**src/nearest_obstacle_ring_search_defines.svh**
```systemverilog
// Assertion macros used by the top-level file to check its own logic.
`ifndef NEAREST_OBSTACLE_RING_SEARCH_DEFINES_SVH
`define NEAREST_OBSTACLE_RING_SEARCH_DEFINES_SVH
`ifndef NO_ASSERTIONS
`define NORS_ASSERT_IMP(label, ante, cons) \
    label: assert property (@(posedge i_clk) disable iff (!i_rst_n) (ante) |-> (cons)) \
        else $error("nors: same-cycle check failed");
`define NORS_ASSERT_NXT(label, ante, cons) \
    label: assert property (@(posedge i_clk) disable iff (!i_rst_n) (ante) |=> (cons)) \
        else $error("nors: next-cycle check failed");
`else
`define NORS_ASSERT_IMP(label, ante, cons)
`define NORS_ASSERT_NXT(label, ante, cons)
`endif
`endif

```
**src/nors_pkg.sv**
```systemverilog
package nors_pkg;

    localparam int CW      = 7;
    localparam int DW      = 15;
    localparam int POS_W   = 6;
    localparam int DIST_W  = 13;
    localparam logic [DIST_W-1:0] DIST_MAX = 13'h1FFF;

    localparam logic KIND_WRITE = 1'b0;
    localparam logic KIND_QUERY = 1'b1;

    localparam logic [0:0] CFG_GRID_W = 1'b0;
    localparam logic [0:0] CFG_GRID_H = 1'b1;

    typedef struct packed {
        logic clr_step;
        logic wr;
        logic load;
        logic ring_setup;
        logic step;
        logic next_ring;
        logic emit;
    } t_cmd;

    typedef struct packed {
        logic clr_last;
        logic stop;
        logic seg_final;
        logic pipe_busy;
        logic out_free;
    } t_status;

endpackage

```
**src/nors_ctrl.sv**
```systemverilog
module nors_ctrl
    import nors_pkg::*;
(
    input  logic    i_clk,
    input  logic    i_rst_n,
    input  logic    i_in_valid,
    input  logic    i_in_kind,
    output logic    o_in_ready,
    input  t_status i_st,
    output t_cmd    o_cmd
);

    typedef enum logic [2:0] {
        ST_CLEAR,
        ST_IDLE,
        ST_RING,
        ST_SCAN,
        ST_DRAIN,
        ST_EMIT
    } t_state;

    t_state r_state;
    t_state n_state;
    logic   accept;

    assign o_in_ready = (r_state == ST_IDLE);
    assign accept     = i_in_valid && o_in_ready;

    always_comb begin
        n_state = r_state;
        o_cmd   = '0;
        unique case (r_state)
            ST_CLEAR: begin
                o_cmd.clr_step = 1'b1;
                if (i_st.clr_last) begin
                    n_state = ST_IDLE;
                end
            end
            ST_IDLE: begin
                if (accept && (i_in_kind == KIND_QUERY)) begin
                    o_cmd.load = 1'b1;
                    n_state    = ST_RING;
                end else if (accept) begin
                    o_cmd.wr = 1'b1;
                end
            end
            ST_RING: begin
                if (i_st.stop) begin
                    n_state = ST_EMIT;
                end else begin
                    o_cmd.ring_setup = 1'b1;
                    n_state          = ST_SCAN;
                end
            end
            ST_SCAN: begin
                o_cmd.step = 1'b1;
                if (i_st.seg_final) begin
                    n_state = ST_DRAIN;
                end
            end
            ST_DRAIN: begin
                if (!i_st.pipe_busy) begin
                    o_cmd.next_ring = 1'b1;
                    n_state         = ST_RING;
                end
            end
            ST_EMIT: begin
                if (i_st.out_free) begin
                    o_cmd.emit = 1'b1;
                    n_state    = ST_IDLE;
                end
            end
            default: begin
                n_state = ST_IDLE;
            end
        endcase
    end

    always_ff @(posedge i_clk) begin
        if (!i_rst_n) begin
            r_state <= ST_CLEAR;
        end else begin
            r_state <= n_state;
        end
    end

endmodule

```
**config.mk**
```make
export PLATFORM = sky130hd
export DESIGN_NAME = nors_ctrl
export DESIGN_NICKNAME = d
export VERILOG_FILES = /design/src/nearest_obstacle_ring_search_defines.svh /design/src/nors_pkg.sv /design/src/nors_ctrl.sv
export SDC_FILE = /design/constraint.sdc
export NUM_CORES = 1
export LEC_CHECK = 0
export BUFFER_PORTS_ARGS = -buffer_cell sky130_fd_sc_hd__buf_2
export CAP_MARGIN = 40
export CORE_AREA = 2 2 39 41
export DETAILED_ROUTE_END_ITERATION = 8
export DIE_AREA = 0 0 41 43
export PLACE_DENSITY_LB_ADDON = 0.05
export SLEW_MARGIN = 40
export SYNTH_ARGS = -nofsm -noshare
export SYNTH_HDL_FRONTEND = slang
export SYNTH_SLANG_ARGS = --single-unit
```
**constraint.sdc**
```tcl
create_clock -name i_clk -period 1.88 [get_ports i_clk]
set_input_delay 0 -clock i_clk [delete_from_list [all_inputs] [get_ports i_clk]]
set_output_delay 0 -clock i_clk [all_outputs]
set_load 0.01 [all_outputs]
```
==> impl_metrics.xml <==
<?xml version="1.0" encoding="UTF-8"?>
<metrics>
  <group name="outcome">
    <metric name="run_status" unit="">finished clean</metric>
  </group>
  <group name="finish">
    <metric name="layoutNonFillerInstCount" unit="">76</metric>
    <metric name="max_reg_flops" unit="">3</metric>
    <metric name="fillers" unit="">159</metric>
    <metric name="largest_register" unit="">r_state</metric>
    <metric name="sequential_cell_area" unit="sq um">60.06</metric>
    <metric name="insertedDiodeCount" unit="">0</metric>
    <metric name="final_layout_size_suffix_gt1_share" unit="%">35.00</metric>
    <metric name="multi_input_gate_area" unit="sq um">185.2</metric>
    <metric name="finalNetCount" unit="">70</metric>
    <metric name="area_growth" unit="%">45.83</metric>
    <metric name="finalInstanceArea" unit="sq um">394.1</metric>
    <metric name="top_regs" unit="">r_state: 3 flops</metric>
  </group>
  <group name="detailed_routing">
    <metric name="drc" unit="">0</metric>
    <metric name="detail_route.vias_per_cell" unit="">4.382</metric>
    <metric name="detail_route.wl_per_cell" unit="um">9.671</metric>
    <metric name="drt_first_iter_violations" unit="">5</metric>
    <metric name="via_count" unit="">333</metric>
    <metric name="wl" unit="um">735</metric>
    <metric name="antenna_left" unit="">0</metric>
    <metric name="drt_pre_antenna_iters" unit="">4</metric>
  </group>
  <group name="worst_setup_path">
    <metric name="timing.critical_path.arrival" unit="ps">1800</metric>
    <metric name="critical_path.reg2reg.endpoint" unit="">r_state[1]</metric>
    <metric name="rrSetupSlack" unit="ps">220</metric>
    <metric name="timing.reg2reg.worst_path_depth" unit="">4</metric>
    <metric name="critical_path_peak_fanout" unit="">12</metric>
    <metric name="end_kind" unit="">register</metric>
    <metric name="worstSetupStartpointType" unit="">register</metric>
    <metric name="r2r-start" unit="">r_state[1]</metric>
    <metric name="timing_worst_setup_path_type" unit="">register to register</metric>
    <metric name="cp_data_required_time" unit="ps">2020</metric>
  </group>
  <group name="sta">
    <metric name="min_period_over_period" unit="%">88.11</metric>
    <metric name="max_freq" unit="MHz">603.7</metric>
    <metric name="rsz_0062_raised_after_global_routing" unit="">no</metric>
    <metric name="setup_slack" unit="ps">223.6</metric>
    <metric name="final_max_slew_viol_count" unit="">0</metric>
    <metric name="slew-limit-headroom" unit="%">75.97</metric>
    <metric name="worst_max_slew_pin_slew" unit="ps">357.1</metric>
    <metric name="finalSetupViolations" unit="">0</metric>
    <metric name="hold_viol_final" unit="">0</metric>
    <metric name="skew" unit="ps">1.296</metric>
    <metric name="post_layout_min_period" unit="ps">1656</metric>
    <metric name="setup-tns-final" unit="ps">0</metric>
  </group>
  <group name="floorplanning">
    <metric name="io_pins" unit="">17</metric>
    <metric name="fp.dieH" unit="um">43</metric>
    <metric name="core-area" unit="sq mm">0.001384</metric>
    <metric name="floorplan.initialDensity" unit="%">19.53</metric>
    <metric name="total_die_area" unit="sq mm">0.001763</metric>
    <metric name="die_w" unit="um">41</metric>
    <metric name="placement_rows" unit="">14</metric>
  </group>
  <group name="clock_network">
    <metric name="postCtsSetupRepairBufs" unit="">0</metric>
    <metric name="cts_inserted_buffers" unit="">3</metric>
    <metric name="cts_tree" unit="">yes</metric>
    <metric name="clock_latency" unit="ps">230</metric>
    <metric name="clock-sinks" unit="">3</metric>
    <metric name="cts_root_buffer" unit="">sky130_fd_sc_hd__clkbuf_4</metric>
    <metric name="htree_levels" unit="">1</metric>
    <metric name="clock_path_buffers" unit="">2</metric>
    <metric name="clk_pin_slew_worst_paths" unit="ps">40</metric>
    <metric name="cts_repair_resize_count" unit="">0</metric>
    <metric name="ctsHoldBuffers" unit="">0</metric>
  </group>
  <group name="synth">
    <metric name="ys_warn_count" unit="">0</metric>
    <metric name="syn-num-nets" unit="">50</metric>
    <metric name="syn-instance-count" unit="">41</metric>
    <metric name="async_flop_share" unit="%">0</metric>
    <metric name="synth-edff-count" unit="">0</metric>
    <metric name="syn_area_per_cell" unit="sq um">6.592</metric>
    <metric name="post-synth-top-count-cell" unit="">sky130_fd_sc_hd__nor2_1</metric>
    <metric name="netlist_top_cells_area" unit="">sky130_fd_sc_hd__dfxtp_1, sky130_fd_sc_hd__nor3_1, sky130_fd_sc_hd__nor2_1, sky130_fd_sc_hd__o21ai_0, sky130_fd_sc_hd__a221oi_2</metric>
    <metric name="synth_seq_cells" unit="">3</metric>
    <metric name="synth_top_cell_by_area" unit="">sky130_fd_sc_hd__dfxtp_1</metric>
    <metric name="synthDominantCellAreaShare" unit="%">22.22</metric>
    <metric name="synth_top_flop_cell" unit="">sky130_fd_sc_hd__dfxtp_1</metric>
    <metric name="synth.cells.most_frequent" unit="">sky130_fd_sc_hd__nor2_1, sky130_fd_sc_hd__nor3_1, sky130_fd_sc_hd__inv_1, sky130_fd_sc_hd__nand2_1, sky130_fd_sc_hd__o21ai_0</metric>
    <metric name="synth_sequential_area_ratio" unit="%">22.22</metric>
    <metric name="cell_area_after_synthesis" unit="sq um">270.3</metric>
    <metric name="ys_types" unit="">18</metric>
  </group>
  <group name="global_routing">
    <metric name="grt_pass1_vias" unit="">274</metric>
    <metric name="use_met3" unit="%">4.712</metric>
    <metric name="grt-ovfl-total" unit="">0</metric>
    <metric name="grt_util_all_layers" unit="%">9.810</metric>
    <metric name="gr-usage-met1" unit="%">12.74</metric>
    <metric name="grt_max_degree" unit="">13</metric>
    <metric name="antenna_found_initial" unit="">0</metric>
    <metric name="gr-usage-met2" unit="%">12.50</metric>
    <metric name="global_route_wire_length_before_repair" unit="mm">1.131</metric>
    <metric name="globalRoute.busiestLayer" unit="">met1</metric>
  </group>
  <group name="power_and_ir_drop">
    <metric name="p_total" unit="mW">0.3920</metric>
    <metric name="irDropWorstVdd" unit="uV">404.6</metric>
    <metric name="leakage_power" unit="nW">0.1906</metric>
    <metric name="cellPowerDensity" unit="mW/mm^2">994.5</metric>
  </group>
  <group name="place">
    <metric name="buffer_ports.inserted" unit="">16</metric>
    <metric name="post-place-cells" unit="">72</metric>
    <metric name="gp_congestion" unit="">0.6478</metric>
    <metric name="placedInstanceArea" unit="sq um">367.9</metric>
    <metric name="dp.final_hpwl" unit="um">581.8</metric>
    <metric name="dp_slack" unit="ps">224.2</metric>
  </group>
  <group name="hold_path">
    <metric name="whs_endpoint" unit="">r_state[2]</metric>
    <metric name="worst_hold_startpoint" unit="">i_rst_n</metric>
    <metric name="min_path_type" unit="">primary input to register</metric>
    <metric name="hold_path_cells" unit="">3</metric>
  </group>
  <group name="flow_run">
    <metric name="max_cap_violations" unit="">0</metric>
  </group>
</metrics>
worst max-delay path, cell delays in order, from the launching register on:
cell,delay (ps)
sky130_fd_sc_hd__dfxtp_1,500
sky130_fd_sc_hd__nand2b_1,220
sky130_fd_sc_hd__nor3b_1,90
sky130_fd_sc_hd__or4_1,530
sky130_fd_sc_hd__a221oi_2,230
where the power goes:
part / internal, mW / switching (mW) / leakage [nW]
Sequential: 0.0785 / 0.0280 / 0.0248
Clock: 0.0794 / 0.0315 / 0.0150
Combinational: 0.0809 / 0.0937 / 0.151
cells in the final DEF (no fill, tap or decap), types with 2 or more instances in the layout:
master                     count
sky130_fd_sc_hd__buf_2        16
sky130_fd_sc_hd__clkbuf_4      3
sky130_fd_sc_hd__dfxtp_1       3
sky130_fd_sc_hd__inv_1         4
sky130_fd_sc_hd__nand2_1       4
sky130_fd_sc_hd__nand2b_1      2
sky130_fd_sc_hd__nor2_1        6
sky130_fd_sc_hd__nor3_1        5
sky130_fd_sc_hd__nor3b_1       2
sky130_fd_sc_hd__o21ai_0       4
metal layers:
layer  share of wire (%)  wire, um
met1                  47       343
met2                  46       340
met4                   0         0
met3                 6.8        50
met5                   0         0
worst max path at each step:
stage          slack, ps         end  depth (start not counted)  startpoint
6_report             220  r_state[1]                          4  r_state[1]
2_1_floorplan        510  r_state[1]                          4  r_state[0]
3_3_place_gp         240  r_state[1]                          4  r_state[1]
3_5_place_dp         220  r_state[1]                          4  r_state[1]
4_1_cts              220  r_state[1]                          4  r_state[1]
5_1_grt              110  r_state[1]                          4  r_state[1]
kinds of logic after synthesis:
group	count (synthesis)	synth area share (%)
AND/OR/NAND/NOR	23	43.98
buffers and inverters	6	9.258
AO/OA/AOI/OAI	8	20.83
flip-flops	3	22.22
multiplexers	1	3.704
area by class of cell:
cell class	instances	area share, %
multi-input cells	32	46.98
repair buffers	17	22.22
flip-flops and latches	3	15.24
clock buffers	4	6.667
well taps	16	5.079
inverters	4	3.810
metrics by stage:
stage / hold WS [ps] / utilization (%)
after floorplan: 50.30 / -
after global placement: 253.4 / 26.58
after detailed placement: 252.6 / 26.58
after CTS: 23.68 / 28.48
after global routing: 59.52 / 28.48
final: 32.63 / 28.48
(Power assumes the default switching activity.)
